**src/hdl/ffe_pkg.sv**
```systemverilog
// ---------------------------------------------------------------------------
// ffe_pkg: shared types and constants of the fire effect engine
// store geometry, command codes, register map, controller states and the
// command/status bundles between controller and datapath
// ---------------------------------------------------------------------------
package ffe_pkg;

	localparam int MAX_WIDTH     = 256;
	localparam int MAX_ROWS      = 128;
	localparam int PALETTE_DEPTH = 256;
	localparam int STORE_CELLS   = MAX_WIDTH * MAX_ROWS;
	localparam int ADDR_W        = $clog2(STORE_CELLS);
	localparam int PAL_AW        = $clog2(PALETTE_DEPTH);

	localparam int HOT_VALUE   = 254;
	localparam int HIDDEN_ROWS = 3;
	localparam int TAP_COUNT   = 7;
	localparam int MIN_WIDTH   = 2;
	localparam int MIN_ROWS    = 4;

	// sum / 7 as (sum * DIV_MULT) >> DIV_SHIFT, exact for sums up to 7 * 255
	localparam int ACC_W     = 11;
	localparam int DIV_MULT  = 9363;
	localparam int DIV_SHIFT = 16;
	localparam int DIV_W     = ACC_W + 14;

	localparam logic [2:0] CMD_SRC = 3'd0;
	localparam logic [2:0] CMD_PAL = 3'd1;
	localparam logic [2:0] CMD_CLR = 3'd2;
	localparam logic [2:0] CMD_ADV = 3'd3;
	localparam logic [2:0] CMD_REN = 3'd4;

	localparam logic [1:0] REG_WIDTH  = 2'd0;
	localparam logic [1:0] REG_ROWS   = 2'd1;
	localparam logic [1:0] REG_SOURCE = 2'd2;
	localparam logic [1:0] REG_ALPHA  = 2'd3;

	localparam logic [8:0] RST_WIDTH  = 9'd256;
	localparam logic [7:0] RST_ROWS   = 8'd128;
	localparam logic [6:0] RST_SOURCE = 7'd2;
	localparam logic [7:0] RST_ALPHA  = 8'd255;

	typedef enum logic [3:0] {
		ST_BOOT,
		ST_IDLE,
		ST_DISPATCH,
		ST_SRC_WR,
		ST_CLEAR,
		ST_ADV_COL,
		ST_ADV_RD,
		ST_ADV_LAST,
		ST_ADV_DIV,
		ST_ADV_WR,
		ST_REN_HEAT,
		ST_REN_PAL,
		ST_REN_BLEND,
		ST_FINISH
	} state_t;

	typedef struct packed {
		logic [8:0] width_in_use;
		logic [7:0] rows_in_use;
		logic [6:0] source_row;
		logic [7:0] alpha;
	} cfg_t;

	typedef struct packed {
		logic capture;
		logic addr_calc;
		logic y_init;
		logic c_step;
		logic x_clr;
		logic x_inc;
		logic tap_rd;
		logic acc_clr;
		logic div;
		logic adv_wr;
		logic src_wr;
		logic pal_wr;
		logic clr_wr;
		logic heat_cap;
		logic blend;
		logic out_load;
	} ctrl_t;

	typedef struct packed {
		logic [2:0] cmd;
		logic       skip;
		logic       y_end;
		logic       x_end;
		logic       tap_last;
		logic       clr_last;
	} status_t;

endpackage

```
**src/hdl/ffe_ctrl.sv**
```systemverilog
// ---------------------------------------------------------------------------
// ffe_ctrl: command sequencer of the fire effect engine
// boot clear sweep, command dispatch, frame advance walk, render steps
// and the output slot handshake
// ---------------------------------------------------------------------------
module ffe_ctrl (
	input  logic             clk,
	input  logic             arst_n,
	input  logic             in_valid,
	output logic             in_ready,
	output logic             out_valid,
	input  logic             out_ready,
	input  ffe_pkg::status_t status,
	output ffe_pkg::ctrl_t   ctrl
);

	ffe_pkg::state_t state_q, state_nx;
	logic            out_valid_q;
	logic            slot_free;

	assign slot_free = !out_valid_q || out_ready;
	assign in_ready  = (state_q == ffe_pkg::ST_IDLE);
	assign out_valid = out_valid_q;

	always_comb begin
		state_nx = state_q;
		unique case (state_q)
			ffe_pkg::ST_BOOT: begin
				if (status.clr_last) state_nx = ffe_pkg::ST_IDLE;
			end
			ffe_pkg::ST_IDLE: begin
				if (in_valid) state_nx = ffe_pkg::ST_DISPATCH;
			end
			ffe_pkg::ST_DISPATCH: begin
				unique case (status.cmd)
					ffe_pkg::CMD_SRC: state_nx = ffe_pkg::ST_SRC_WR;
					ffe_pkg::CMD_CLR: state_nx = ffe_pkg::ST_CLEAR;
					ffe_pkg::CMD_ADV: state_nx = ffe_pkg::ST_ADV_COL;
					ffe_pkg::CMD_REN: state_nx = ffe_pkg::ST_REN_HEAT;
					default:          state_nx = ffe_pkg::ST_FINISH;
				endcase
			end
			ffe_pkg::ST_SRC_WR: state_nx = ffe_pkg::ST_FINISH;
			ffe_pkg::ST_CLEAR: begin
				if (status.clr_last) state_nx = ffe_pkg::ST_FINISH;
			end
			ffe_pkg::ST_ADV_COL: begin
				if (status.skip) state_nx = ffe_pkg::ST_FINISH;
				else state_nx = ffe_pkg::ST_ADV_RD;
			end
			ffe_pkg::ST_ADV_RD: begin
				if (status.tap_last) state_nx = ffe_pkg::ST_ADV_LAST;
			end
			ffe_pkg::ST_ADV_LAST: state_nx = ffe_pkg::ST_ADV_DIV;
			ffe_pkg::ST_ADV_DIV:  state_nx = ffe_pkg::ST_ADV_WR;
			ffe_pkg::ST_ADV_WR: begin
				priority if (status.y_end && status.x_end) state_nx = ffe_pkg::ST_FINISH;
				else if (status.y_end) state_nx = ffe_pkg::ST_ADV_COL;
				else state_nx = ffe_pkg::ST_ADV_RD;
			end
			ffe_pkg::ST_REN_HEAT:  state_nx = ffe_pkg::ST_REN_PAL;
			ffe_pkg::ST_REN_PAL:   state_nx = ffe_pkg::ST_REN_BLEND;
			ffe_pkg::ST_REN_BLEND: state_nx = ffe_pkg::ST_FINISH;
			ffe_pkg::ST_FINISH: begin
				if (slot_free) state_nx = ffe_pkg::ST_IDLE;
			end
			default: state_nx = ffe_pkg::ST_BOOT;
		endcase
	end

	always_comb begin
		ctrl = '0;
		unique case (state_q)
			ffe_pkg::ST_BOOT:  ctrl.clr_wr = 1'b1;
			ffe_pkg::ST_IDLE:  ctrl.capture = in_valid;
			ffe_pkg::ST_DISPATCH: begin
				unique case (status.cmd)
					ffe_pkg::CMD_SRC: ctrl.addr_calc = 1'b1;
					ffe_pkg::CMD_PAL: ctrl.pal_wr = 1'b1;
					ffe_pkg::CMD_ADV: ctrl.x_clr = 1'b1;
					ffe_pkg::CMD_REN: ctrl.addr_calc = 1'b1;
					default: ;
				endcase
			end
			ffe_pkg::ST_SRC_WR: ctrl.src_wr = 1'b1;
			ffe_pkg::ST_CLEAR:  ctrl.clr_wr = 1'b1;
			ffe_pkg::ST_ADV_COL: begin
				ctrl.addr_calc = 1'b1;
				ctrl.y_init    = 1'b1;
				ctrl.acc_clr   = 1'b1;
			end
			ffe_pkg::ST_ADV_RD:   ctrl.tap_rd = 1'b1;
			ffe_pkg::ST_ADV_LAST: ;
			ffe_pkg::ST_ADV_DIV: begin
				ctrl.div     = 1'b1;
				ctrl.acc_clr = 1'b1;
			end
			ffe_pkg::ST_ADV_WR: begin
				ctrl.adv_wr = 1'b1;
				ctrl.x_inc  = status.y_end;
				ctrl.c_step = !status.y_end;
			end
			ffe_pkg::ST_REN_HEAT:  ;
			ffe_pkg::ST_REN_PAL:   ctrl.heat_cap = 1'b1;
			ffe_pkg::ST_REN_BLEND: ctrl.blend = 1'b1;
			ffe_pkg::ST_FINISH:    ctrl.out_load = slot_free;
			default: ;
		endcase
	end

	always_ff @(posedge clk or negedge arst_n) begin
		if (!arst_n) begin
			state_q     <= ffe_pkg::ST_BOOT;
			out_valid_q <= 1'b0;
		end else begin
			state_q <= state_nx;
			if (ctrl.out_load) out_valid_q <= 1'b1;
			else if (out_ready) out_valid_q <= 1'b0;
		end
	end

endmodule

```
**config.mk**
```make
export PLATFORM = sky130hd
export DESIGN_NAME = ffe_ctrl
export DESIGN_NICKNAME = d
export VERILOG_FILES = /design/src/hdl/ffe_pkg.sv /design/src/hdl/ffe_ctrl.sv
export SDC_FILE = /design/constraint.sdc
export NUM_CORES = 1
export LEC_CHECK = 0
export BUFFER_PORTS_ARGS = -buffer_cell sky130_fd_sc_hd__buf_4
export CORE_UTILIZATION = 41
export CTS_CLUSTER_DIAMETER = 80
export DETAILED_ROUTE_END_ITERATION = 12
export PLACE_DENSITY = 0.74
export RECOVER_POWER = 25
export REMOVE_ABC_BUFFERS = 1
export SLEW_MARGIN = 20
export SYNTH_ARGS = -nofsm -noshare
export SYNTH_HDL_FRONTEND = slang
export SYNTH_SLANG_ARGS = --single-unit
```
**constraint.sdc**
```tcl
create_clock -name clk -period 1.33 [get_ports clk]
set_input_delay 0.133 -clock clk [delete_from_list [all_inputs] [get_ports clk]]
set_output_delay 0.133 -clock clk [all_outputs]
set_load 0.005 [all_outputs]
```
==> results.txt, run 1 <==
----------------------------------------------------
[Synthesis]
  Warnings from Yosys ... 0
  Count of state elements after synthesis ... 5
  Synthesized instance count ... 90
  Unique masters post-synth ... 39
  Area share of xor/xnor cells in the synthesized design ... 1.32%
  Area fraction in compound gates after synthesis ... 25.6%
  Average cell area after synthesis ... 7.38 µm²
  Post-synthesis simple-gate area fraction ... 44.6%
  Sequential area share after synthesis ... 18.8%
  Area of the mapped netlist ... 664 µm²
  Synth Flop Type ... sky130_fd_sc_hd__dfrtp_1
  Async set-or-reset flop fraction in the synthesized netlist ... 100%
  Combinational family with the most area after synthesis ... simple AND/OR/NAND/NOR gates
  Share of synthesized cell area in full adder, half adder and majority cells ... 0%
  Multiplexer fraction of the synthesized cell area ... 0%
  Number of enable-type register cells in the synthesized netlist ... 0

[Die]
  Initial Util ... 44.1%
  Die Y-Extent ... 42.3 µm
  Floorplan row count ... 14
  Die W ... 42.3 µm
  # IOs ... 30

[Clock tree]
  Clock root buffer ... sky130_fd_sc_hd__clkbuf_4
  CTS HTree Levels ... 1
  Number of buffers created by CTS ... 3
  Clock Sinks ... 5
  Longest Clk Path Bufs ... 2

[Placed design]
  Routability-driven placement congestion ratio ... approximately 0.94
  Count of buffers inserted at the top-level ports ... 29
  DP Wirelength ... 1610 µm
  Placed standard-cell area ... 1030 µm²

[GRT]
  Largest net degree at the start of global routing ... 10

[Run status]
  Run Error ... [ERROR DPL-0038] Utilization greater than 100%, impossible to legalize
  Outcome ... aborted with a tool error
  Halt Stage ... global routing (5_1_grt)

[Timing]
  Endpoint with the least setup slack after the last global-route repair ... ctrl[8]
  Worst_ep kind ... top-level output

----------------------------------------------------
-- stage by stage --
step,setup TNS (ns),setup slack (ns),util (%),std cells
floorplan,-0.497,-0.154,-,83
global placement,-1.27,-0.228,68.1,151
detailed placement,-1.57,-0.220,68.1,151
CTS,-2.59,-0.218,84.2,167
-- repair_timing --
item,in CTS
resized for setup,31
buffers inserted,11
hold buffers,1
pin swaps,4
endpoints found under the hold margin,5
gates cloned,0
setup endpoints to repair,21
-- cells by family after synthesis --
family,Yosys count
flip-flops,5
buffers and inverters,11
XOR/XNOR,1
AO/OA/AOI/OAI,24
AND/OR/NAND/NOR,49
-- Yosys cell counts (2+ instances only) --
master	count	share of area (%)
sky130_fd_sc_hd__nand2b_1	5	4.7
sky130_fd_sc_hd__or3b_1	3	4.0
sky130_fd_sc_hd__nor3_1	8	6.0
sky130_fd_sc_hd__nor2_1	10	5.7
sky130_fd_sc_hd__and2_1	2	1.9
sky130_fd_sc_hd__nand2_1	4	2.3
sky130_fd_sc_hd__buf_4	3	3.4
sky130_fd_sc_hd__nand3_1	4	3.0
sky130_fd_sc_hd__o32ai_1	2	2.6
sky130_fd_sc_hd__buf_2	3	2.3
sky130_fd_sc_hd__o21ai_1	5	3.8
sky130_fd_sc_hd__dfrtp_1	5	19
sky130_fd_sc_hd__o21ai_0	2	1.5
sky130_fd_sc_hd__nor2b_1	2	1.9
sky130_fd_sc_hd__a21oi_1	3	2.3
sky130_fd_sc_hd__a31oi_1	2	1.9
sky130_fd_sc_hd__inv_1	3	1.7
sky130_fd_sc_hd__and4b_1	2	3.0
sky130_fd_sc_hd__a221oi_1	2	2.6
==> run 2: changes to the inputs <==
- CORE_AREA: unset -> 2 2 63 65
- CORE_UTILIZATION: 41 -> unset
- CTS_CLUSTER_DIAMETER: 80 -> unset
- DIE_AREA: unset -> 0 0 65 67
- PLACE_DENSITY: 0.74 -> unset
- PLACE_DENSITY_LB_ADDON: unset -> 0.15
- clock period: 1.33 -> 1.7 ns (I/O delays scaled with it)
==> run 2 against run 1 <==
Net effect: the flow now finishes without violations; synthesized cell count unchanged; area after synthesis stayed put.
==> results.txt, run 2 <==
----------------------------------------------------
[Hold path]
  Hold path start ... status[1]
  Worst Hold Endpoint ... state_q[1]
  Path category of the worst min-delay check ... in2reg
  Count of cells along the worst hold path ... 2

[Synthesis]
  Area of the mapped netlist ... 664 µm² (unchanged)
  Async set-or-reset flop fraction in the synthesized netlist ... 100% (unchanged)
  Synthesized instance count ... 90 (unchanged)
  Count of state elements after synthesis ... 5 (unchanged)
  Warnings from Yosys ... 0 (unchanged)
  Sequential area share after synthesis ... 18.8% (unchanged)
  Area share of the leading cell type in the synthesized netlist ... 18.8% (unchanged)
  Most instantiated library cell after synthesis ... sky130_fd_sc_hd__nor2_1 (unchanged)
  Unique masters post-synth ... 39 (unchanged)
  Average cell area after synthesis ... 7.38 µm² (unchanged)
  Number of enable-type register cells in the synthesized netlist ... 0 (unchanged)
  Cell types with the highest counts after synthesis ... 10 x sky130_fd_sc_hd__nor2_1, 8 x sky130_fd_sc_hd__nor3_1, 5 x sky130_fd_sc_hd__dfrtp_1, 5 x sky130_fd_sc_hd__nand2b_1, 5 x sky130_fd_sc_hd__o21ai_1 (unchanged)
  Biggest area consumer among synthesized cells ... sky130_fd_sc_hd__dfrtp_1 (unchanged)
  Synth Flop Type ... sky130_fd_sc_hd__dfrtp_1 (unchanged)
  Cell types occupying the most area after synthesis ... sky130_fd_sc_hd__dfrtp_1 19%, sky130_fd_sc_hd__nor3_1 6.0%, sky130_fd_sc_hd__nor2_1 5.6% (unchanged)

[Pwr]
  Overall power ... 1.82 mW
  Power density cells ... 1670 nW/µm²
  VDD IR-drop max ... about 0.43 mV
  Static power due to leakage ... 0.498 nW

[Critical path]
  Slack of the worst reg-to-reg path ... 0.12 ns
  Critical path cell sequence ... nand2b_2 -> nor4_1 -> a31oi_1 -> nor2_1 -> buf_4
  FF-to-FF End ... state_q[1]
  Startpoint type of the worst setup path ... flop
  Slowest cell on the critical path ... sky130_fd_sc_hd__dfrtp_2
  Crit path max fanout ... 8
  R2R cell count ... 5
  Critical path required time ... roughly 1.5 ns
  R2r startpoint ... state_q[3]
  Highest cell delay on the worst timing path ... between 0.4 and 0.5 ns
  Element type at the critical path end ... output pin
  Worst endpoint data arrival time ... roughly 1.5 ns
  Category of the most critical setup path ... reg2out

[Die]
  Die Y-Extent ... 67 µm (was 42.3 µm)
  Core Box Area ... 3610 µm²
  Initial Util ... 18.4% (was 44.1%)
  Die W ... 65 µm (was 42.3 µm)
  # IOs ... 30 (unchanged)
  Die area ... 4360 µm²
  Floorplan row count ... 22 (was 14)

[Layout]
  Largest register FFs ... 4
  Post-Layout Inst Area ... around 1100 µm²
  Share of layout cells above drive strength 1 ... 47.0%
  Leading cell type in the layout, fill and taps excluded ... sky130_fd_sc_hd__buf_4
  Most used cells in the layout excluding fill and tap cells ... 40 x sky130_fd_sc_hd__buf_4, 10 x sky130_fd_sc_hd__nor2_1, 6 x sky130_fd_sc_hd__nor3_1
  Top reg by flops ... state_q
  Antenna diodes ... 0
  Post-layout net count ... 145
  Area growth from synthesis to layout ... 63.8%

[Run status]
  Outcome ... finished clean (was aborted with a tool error)

[Timing]
  Rel. slew slack ... between 70 and 80%
  Slew at the pin closest to its max-slew limit ... 0.344 ns
  Final hold violation count ... 0
  Setup skew after layout ... 0.00245 ns
  Final number of setup-violating endpoints ... 0
  Min Tclk post-route ... 1.63 ns
  Setup total negative slack ... 0 ns
  RSZ-0062 raised after global routing ... false
  Highest Clock Rate ... 612 MHz
  Final Max Slew Viols ... 0
  Ratio of final minimum period to clock period ... 96.2%

[Routing]
  DRC violation count after routing ... 0
  Total number of vias ... 843
  Number of nets with antenna violations after routing ... 0
  Via/cell ratio ... 4.68
  Final wirelength ... 2250 µm
  First-iteration detailed-routing DRC count ... 15
  Avg WL per Cell ... ~13 µm
  Router iterations before antenna repair ... 4

[GRT]
  Total GRT Usage ... 10.1%
  Vias in the first global route ... 780
  Antenna violations before repair ... 0
  Wire length of the first global-routing pass ... 3440 µm
  Largest net degree at the start of global routing ... 14
  Aggregate global routing overflow ... 0

[Clock tree]
  CTS HTree Levels ... 1 (unchanged)
  Worst-path clk slew ... 0.04 ns
  Clock Sinks ... 5 (unchanged)
  Clock root buffer ... sky130_fd_sc_hd__clkbuf_8 (was sky130_fd_sc_hd__clkbuf_4)
  Number of buffers created by CTS ... 3 (unchanged)
  Clock network latency to the later pin of the worst-skew pair ... 0.22 ns
  Longest Clk Path Bufs ... 2 (unchanged)
  CTS tree ... done

[Placed design]
  Count of buffers inserted at the top-level ports ... 29 (unchanged)
  Routability-driven placement congestion ratio ... 0.830 (was 0.940)
  Placed standard-cell area ... 951 µm² (was 1030 µm²)
  DP Wirelength ... 1680 µm (was 1610 µm)

[Flow run]
  Count of max-cap constraint violations ... 0

----------------------------------------------------
run 2: cell counts after synthesis:
Identical to the previous run, type by type.
run 2: what timing repair did:
action	in CTS	in global routing
resized for setup	5	3
endpoints found under the setup margin	7	4
setup buffers	5	4
hold buffers	1	0
hold endpoints to repair	5	0
pin swaps	0	0
run 2: logic make-up after synthesis:
logic type	synth area share, %
and+or+nand+nor	44.6
buffers and inverters	9.60
xor gates and xnor gates	1.32
DFF	18.8
AOI/OAI and AO/OA	25.6
run 2: layout make-up:
cell class              count  area, µm²
clock inverters             1       5.00
inverters                   4       15.0
multi-input cells          74        490
repair buffers             45        347
well taps                  48       60.1
fillers                   403       2520
flip-flops and latches      5        130
clock buffers               3       41.3
run 2: critical path, delay by kind of cell (launching register included):
family / cells / cell delay (ns)
buf+inv: 1 / 0.12
flops: 1 / 0.46
simple gates: 3 / 0.58
compound gates: 1 / 0.07
run 2: stage by stage:
stage                     instances  utilization [%]  hold WS (ns)  setup slack [ns]
final                           180             30.2         0.184            0.0654
after CTS                       176             29.2         0.185            0.0135
after detailed placement        166             26.4       -0.0251            0.0527
after global routing            180             30.2         0.180           0.00712
after floorplan                  83                -        -0.126             0.216
after global placement          166             26.4       -0.0252            0.0132
run 2: power breakdown:
group	switching (mW)	internal, mW	leakage, nW
registers	0.134	0.187	0.0581
clock network	0.0601	0.157	0.0255
logic	0.605	0.678	0.414
run 2: per-layer routing:
layer  vias to the layer above  part of all wire (%)  global-route usage, %
li1                        420                     -                      -
met1                       400                    44                   12.0
met2                        23                    51                   18.9
met3                         0                   5.2                   2.70
met4                         0                     0                  0.798
met5                         -                     0                      0
run 2: worst max-delay path by stage:
stage / endpoint / slack [ns] / startpoint
floorplan: state_q[3] / 0.22 / state_q[0]
global placement: state_q[3] / 0.01 / state_q[3]
detailed placement: state_q[3] / 0.05 / state_q[3]
CTS: ctrl[4] / 0.01 / state_q[0]
global route: ctrl[14] / 0.007 / state_q[0]
finish: ctrl[14] / 0.07 / state_q[0]
Note: power is estimated with default switching activity, not from simulation.
==> run 3: changes to the inputs <==
- CORE_AREA: 2 2 63 65 -> 10 10 71 73
- DIE_AREA: 0 0 65 67 -> 0 0 81 83
==> run 3 against run 2 <==
Net effect: sequential power shrank 2%; global-route usage shrank 3.4 points; critical path depth shrank 1.
==> results.txt, run 3 (same netlist as run 2, synthesis figures left out) <==
----------------------------------------------------
[Die]
  Die W ... 81 µm (was 65 µm)
  Die area ... 6720 µm² (was 4360 µm²)
  Core Box Area ... 3630 µm² (was 3610 µm²)
  Die Y-Extent ... 83 µm (was 67 µm)
  Floorplan row count ... 22 (unchanged)
  Initial Util ... 18.3% (was 18.4%)
  # IOs ... 30 (unchanged)

[Clock tree]
  Clock Sinks ... 5 (unchanged)
  Clock network latency to the later pin of the worst-skew pair ... 0.22 ns (about the same)
  CTS tree ... done (unchanged)
  Number of buffers created by CTS ... 3 (unchanged)
  Longest Clk Path Bufs ... 2 (unchanged)
  Clock root buffer ... sky130_fd_sc_hd__clkbuf_8 (unchanged)
  Post-CTS setup-driven buffer insertion count ... 0 (was 5)
  Worst-path clk slew ... 0.04 ns (about the same)
  CTS HTree Levels ... 1 (unchanged)

[Layout]
  Area growth from synthesis to layout ... 55.6% (was 63.8%)
  Storage cell area ... 129 µm² (was 130 µm²)
  Post-layout net count ... 139 (was 145)
  Fillcell total ... 422 (was 403)
  Most used cells in the layout excluding fill and tap cells ... 36 x sky130_fd_sc_hd__buf_4, 10 x sky130_fd_sc_hd__nor2_1, 8 x sky130_fd_sc_hd__nor3_1 (was 40 x sky130_fd_sc_hd__buf_4, 10 x sky130_fd_sc_hd__nor2_1, 6 x sky130_fd_sc_hd__nor3_1)
  Antenna diodes ... 0 (unchanged)
  Top reg by flops ... state_q (unchanged)
  Largest register FFs ... 4 (unchanged)
  Share of layout cells above drive strength 1 ... 41.3% (was 47.0%)
  Number of cells in the finished layout apart from fillers ... 174 (was 180)
  Area occupied by multi-input gates ... 480 µm² (was 490 µm²)
  Leading cell type in the layout, fill and taps excluded ... sky130_fd_sc_hd__buf_4 (unchanged)
  Post-Layout Inst Area ... 1030 µm² (was 1090 µm²)

[Timing]
  Final Max Slew Viols ... 0 (unchanged)
  Ratio of final minimum period to clock period ... 98.9% (was 96.2%)
  Highest Clock Rate ... 595 MHz (was 612 MHz)
  RSZ-0062 raised after global routing ... true (was false)
  Worst hold slack ... 0.168 ns (was 0.184 ns)
  Setup skew after layout ... 0.00195 ns (was 0.00245 ns)
  Final hold violation count ... 0 (unchanged)
  Min Tclk post-route ... 1.68 ns (was 1.63 ns)
  Final number of setup-violating endpoints ... 0 (unchanged)
  Slack of the critical path ... 0.0185 ns (was 0.0654 ns)
  Slew at the pin closest to its max-slew limit ... 0.323 ns (was 0.344 ns)
  Rel. slew slack ... 78.4% (was 77.0%)

[Placed design]
  Routability-driven placement congestion ratio ... 0.771 (was 0.830)
  Count of buffers inserted at the top-level ports ... 29 (unchanged)
  Placed standard-cell area ... 973 µm² (was 951 µm²)
  Setup slack at placement ... 0.150 ns (was 0.0527 ns)
  DP Wirelength ... 1810 µm (was 1680 µm)
  Placed Cells ... 169 (was 166)

[GRT]
  Antenna violations before repair ... 0 (unchanged)
  Wire length of the first global-routing pass ... 3810 µm (was 3440 µm)
  Vias in the first global route ... 815 (was 780)
  Largest net degree at the start of global routing ... 23 (was 14)
  Total GRT Usage ... 6.74% (was 10.1%)
  Aggregate global routing overflow ... 0 (unchanged)

[Routing]
  Avg WL per Cell ... 13.0 µm (was 12.5 µm)
  DRC violation count after routing ... 0 (unchanged)
  Number of nets with antenna violations after routing ... 0 (unchanged)
  Total number of vias ... 786 (was 843)
  First-iteration detailed-routing DRC count ... 48 (was 15)
  Via/cell ratio ... 4.52 (was 4.68)
  Router iterations before antenna repair ... 4 (unchanged)
  Final wirelength ... 2250 µm (unchanged)

[Pwr]
  Overall power ... 1.69 mW (was 1.82 mW)
  VDD IR-drop max ... 0.377 mV (was 0.429 mV)
  Static power due to leakage ... 0.463 nW (was 0.498 nW)
  Power density cells ... 1630 nW/µm² (was 1670 nW/µm²)

[Critical path]
  Element type at the critical path end ... output pin (unchanged)
  Crit path max fanout ... 12 (was 8)
  Crit-path leading delay family ... simple AND/OR/NAND/NOR gates (unchanged)
  Highest cell delay on the worst timing path ... 0.48 ns (was 0.46 ns)
  Worst endpoint data arrival time ... 1.51 ns (was 1.46 ns)
  R2r startpoint ... state_q[1] (was state_q[3])
  Critical path cell sequence ... nand2b_2 -> nor3_1 -> and4bb_2 -> buf_4 (was nand2b_2 -> nor4_1 -> a31oi_1 -> nor2_1 -> buf_4)
  Number of buffer and inverter stages on the critical path ... 1 (unchanged)
  Beginning of the critical path ... state_q[0] (unchanged)
  Critical path required time ... 1.53 ns (about the same)
  Category of the most critical setup path ... reg2out (unchanged)
  Startpoint type of the worst setup path ... flop (unchanged)
  Slowest cell on the critical path ... sky130_fd_sc_hd__dfrtp_2 (unchanged)

[Hold path]
  Hold path start ... status[1] (unchanged)
  Path category of the worst min-delay check ... in2reg (unchanged)

[Run status]
  Outcome ... finished clean (unchanged)

[Flow run]
  Count of max-cap constraint violations ... 0 (unchanged)

----------------------------------------------------
-- run 3: timing repair --
| item | 4_1_cts | 5_1_grt |
|---|---|---|
| setup endpoints to repair | 5 | 5 |
| hold buffers | 1 | 0 |
| pin swaps | 0 | 0 |
| gates resized for setup | 4 | 1 |
| hold endpoints to repair | 5 | 0 |
-- run 3: worst paths after layout --
path	slack, ns	cells past startpoint	endpoint
worst max-delay path	0.02	4	ctrl[4]
worst min-delay path	0.17	2	state_q[1]
worst max register to register	0.23	5	state_q[1]
worst min register to register	0.75	3	state_q[3]
max in group asynchronous	1.14	2	state_q[2]
min in group asynchronous	0.33	2	out_valid
-- run 3: area by class of cell --
cell class	instances	share of cell area (%)
inverters	4	1.45
multi-input cells	74	46.5
well taps	48	5.81
flip-flops and latches	5	12.5
clock buffers	4	4.36
repair buffers	39	29.4
-- run 3: worst reg2reg max path, cell delays in order, from the launching register on --
cell,delay (ns)
sky130_fd_sc_hd__dfrtp_2,0.49
sky130_fd_sc_hd__buf_4,0.18
sky130_fd_sc_hd__inv_1,0.11
sky130_fd_sc_hd__o21ai_1,0.08
sky130_fd_sc_hd__a221oi_1,0.34
sky130_fd_sc_hd__o32ai_1,0.13
-- run 3: per-layer routing --
metal	GRT usage (%)	wire (µm)	share of wire (%)	vias to the layer above
li1	-	-	-	406
met1	7.98	979	43	359
met2	10.9	1050	47	19
met5	0	0	0	-
met3	2.59	202	9.0	2
met4	1.88	18	0.80	0
-- run 3: report_power, final --
group / switching [mW] / internal (mW)
Combinational: 0.545 / 0.606
Clock: 0.0613 / 0.161
Sequential: 0.129 / 0.185
Total: 0.736 / 0.952
-- run 3: metrics by stage --
stage          TNS, ns  util [%]
2_1_floorplan        0         -
3_3_place_gp         0      26.8
3_5_place_dp         0      26.8
4_1_cts              0      28.5
5_1_grt         -0.271      28.4
6_report             0      28.4
==> run 4: changes to the inputs <==
- SETUP_SLACK_MARGIN: unset -> 0.02
==> run 4 against run 3 <==
Net effect: routed wire length down 0.49%; register-to-register slack worse by 0.06 ns; clock-buffer cell count unchanged; global-route usage rose by 0.064 points; utilization rose by 1.2 points.
==> results.txt, run 4 (same netlist as run 2, synthesis figures left out) <==
----------------------------------------------------
[GRT]
  Antenna violations before repair ... 0 (unchanged)
  Aggregate global routing overflow ... 0 (unchanged)
  Total GRT Usage ... 6.80% (was 6.74%)
  Largest net degree at the start of global routing ... 23 (unchanged)
  Vias in the first global route ... 815 (unchanged)
  Wire length of the first global-routing pass ... 3850 µm (was 3810 µm)

[Timing]
  Slew at the pin closest to its max-slew limit ... 0.327 ns (was 0.323 ns)
  Final number of setup-violating endpoints ... 0 (unchanged)
  Setup skew after layout ... 0.00220 ns (was 0.00195 ns)
  Final Max Slew Viols ... 0 (unchanged)
  RSZ-0062 raised after global routing ... true (unchanged)
  Slack of the critical path ... 0.102 ns (was 0.0185 ns)
  Ratio of final minimum period to clock period ... 94.0% (was 98.9%)
  Final hold violation count ... 0 (unchanged)
  Worst hold slack ... 0.168 ns (about the same)
  Min Tclk post-route ... 1.60 ns (was 1.68 ns)
  Highest Clock Rate ... 626 MHz (was 595 MHz)
  Rel. slew slack ... 78.2% (was 78.4%)
  Setup total negative slack ... 0 ns (unchanged)

[Die]
  Initial Util ... 18.3% (unchanged)
  Die W ... 81 µm (unchanged)
  Die area ... 6720 µm² (unchanged)
  Die Y-Extent ... 83 µm (unchanged)
  Core Box Area ... 3630 µm² (unchanged)
  Floorplan row count ... 22 (unchanged)
  # IOs ... 30 (unchanged)

[Layout]
  Area occupied by multi-input gates ... 510 µm² (was 480 µm²)
  Number of cells in the finished layout apart from fillers ... 176 (was 174)
  Antenna diodes ... 0 (unchanged)
  Post-Layout Inst Area ... 1080 µm² (was 1030 µm²)
  Final core area utilization ... 29.7% (was 28.4%)
  Top reg by flops ... state_q (unchanged)
  Area growth from synthesis to layout ... 62.3% (was 55.6%)
  Share of layout cells above drive strength 1 ... 43.8% (was 41.3%)
  Post-layout net count ... 141 (was 139)
  Leading cell type in the layout, fill and taps excluded ... sky130_fd_sc_hd__buf_4 (unchanged)
  Most used cells in the layout excluding fill and tap cells ... 37 x sky130_fd_sc_hd__buf_4, 10 x sky130_fd_sc_hd__nor2_1, 7 x sky130_fd_sc_hd__nor3_1 (was 36 x sky130_fd_sc_hd__buf_4, 10 x sky130_fd_sc_hd__nor2_1, 8 x sky130_fd_sc_hd__nor3_1)
  Largest register FFs ... 4 (unchanged)
  Storage cell area ... 129 µm² (unchanged)
  Fillcell total ... 412 (was 422)

[Clock tree]
  Clock root buffer ... sky130_fd_sc_hd__clkbuf_8 (unchanged)
  Clock network latency to the later pin of the worst-skew pair ... 0.22 ns (about the same)
  Clock Sinks ... 5 (unchanged)
  Worst-path clk slew ... 0.03 ns (was 0.04 ns)
  Longest Clk Path Bufs ... 2 (unchanged)
  Number of buffers created by CTS ... 3 (unchanged)
  CTS HTree Levels ... 1 (unchanged)
  CTS tree ... done (unchanged)

[Critical path]
  Category of the most critical setup path ... reg2out (unchanged)
  Critical path required time ... 1.53 ns (about the same)
  Startpoint type of the worst setup path ... flop (unchanged)
  Element type at the critical path end ... output pin (unchanged)
  Worst endpoint data arrival time ... 1.43 ns (was 1.51 ns)
  R2r startpoint ... state_q[1] (unchanged)
  Highest cell delay on the worst timing path ... 0.49 ns (was 0.48 ns)
  Critical path cell sequence ... buf_4 -> nor3_2 -> and4bb_2 -> buf_4 (was nand2b_2 -> nor3_1 -> and4bb_2 -> buf_4)
  Beginning of the critical path ... state_q[2] (was state_q[0])
  CP most frequent cell ... sky130_fd_sc_hd__buf_4
  Crit path max fanout ... 12 (unchanged)
  Slowest cell on the critical path ... sky130_fd_sc_hd__dfrtp_2 (unchanged)

[Hold path]
  Path category of the worst min-delay check ... in2reg (unchanged)
  Hold path start ... status[1] (unchanged)

[Routing]
  Via/cell ratio ... 4.58 (was 4.52)
  Router iterations before antenna repair ... 4 (unchanged)
  Total number of vias ... 806 (was 786)
  Avg WL per Cell ... 12.7 µm (was 13.0 µm)
  DRC violation count after routing ... 0 (unchanged)
  Number of nets with antenna violations after routing ... 0 (unchanged)
  First-iteration detailed-routing DRC count ... 57 (was 48)
  Final wirelength ... 2240 µm (was 2250 µm)

[Pwr]
  Total net switching power ... 0.774 mW (was 0.736 mW)
  Clock Power Share ... 12.5% (was 13.2%)
  Power density cells ... 1650 nW/µm² (was 1630 nW/µm²)
  Overall power ... 1.78 mW (was 1.69 mW)
  Switch share ... 43.4% (was 43.6%)
  Share of total power in sequential cells ... 18.3% (was 18.6%)
  Combinational Power Share ... 69.2% (was 68.2%)
  Static power due to leakage ... 0.487 nW (was 0.463 nW)
  VDD IR-drop max ... 0.382 mV (was 0.377 mV)
  Internal power of the cells ... 1.01 mW (was 0.952 mW)

[Flow run]
  Count of max-cap constraint violations ... 0 (unchanged)

[Placed design]
  Count of buffers inserted at the top-level ports ... 29 (unchanged)
  Placed Cells ... 169 (unchanged)
  Routability-driven placement congestion ratio ... 0.771 (unchanged)
  Setup slack at placement ... 0.150 ns (unchanged)
  DP Wirelength ... 1810 µm (unchanged)
  Placed standard-cell area ... 973 µm² (unchanged)

[Run status]
  Outcome ... finished clean (unchanged)

----------------------------------------------------
## run 4: path summary, 6_finish.rpt
kind	to	cells past startpoint	slack (ns)
min	state_q[1]	2	0.17
max reg2reg	state_q[1]	5	0.17
min reg2reg	state_q[3]	3	0.75
min in group asynchronous	out_valid	2	0.33
max in group asynchronous	state_q[2]	2	1.13
max	ctrl[4]	4	0.10
## run 4: worst max-delay path: cells and delay by family, from the launching register on
family	cells	cell delay, ns
flip-flops	1	0.49
AND/OR/NAND/NOR	2	0.42
buffers and inverters	2	0.29
## run 4: routing by layer
metal / global-route usage, % / vias up / share of wire (%)
met5: 0 / - / 0
met4: 1.88 / 0 / 0.80
met3: 2.59 / 2 / 8.4
met2: 10.9 / 19 / 47
met1: 8.16 / 374 / 43
li1: - / 411 / -
## run 4: timing repair
| item | in CTS | in global routing |
|---|---|---|
| endpoints found under the setup margin | 5 | 7 |
| hold endpoints to repair | 5 | 0 |
| hold buffers | 1 | 0 |
| setup buffers | 0 | 2 |
| gates resized for setup | 5 | 5 |
## run 4: power by group through the flow
stage	sequential (mW)	clock [mW]	combinational (mW)
after floorplan	0.339	0	0.561
after global placement	0.312	0	1.18
after detailed placement	0.304	0	1.16
after CTS	0.312	0.230	1.18
after global routing	0.346	0.233	1.38
final	0.327	0.223	1.23
## run 4: area by class of cell
class,count,share of cell area (%)
Timing Repair Buffer,41,29.6
Clock buffer,4,4.18
Inverter,4,1.39
Multi-Input combinational cell,74,47.3
Sequential cell,5,11.9
Tap cell,48,5.57
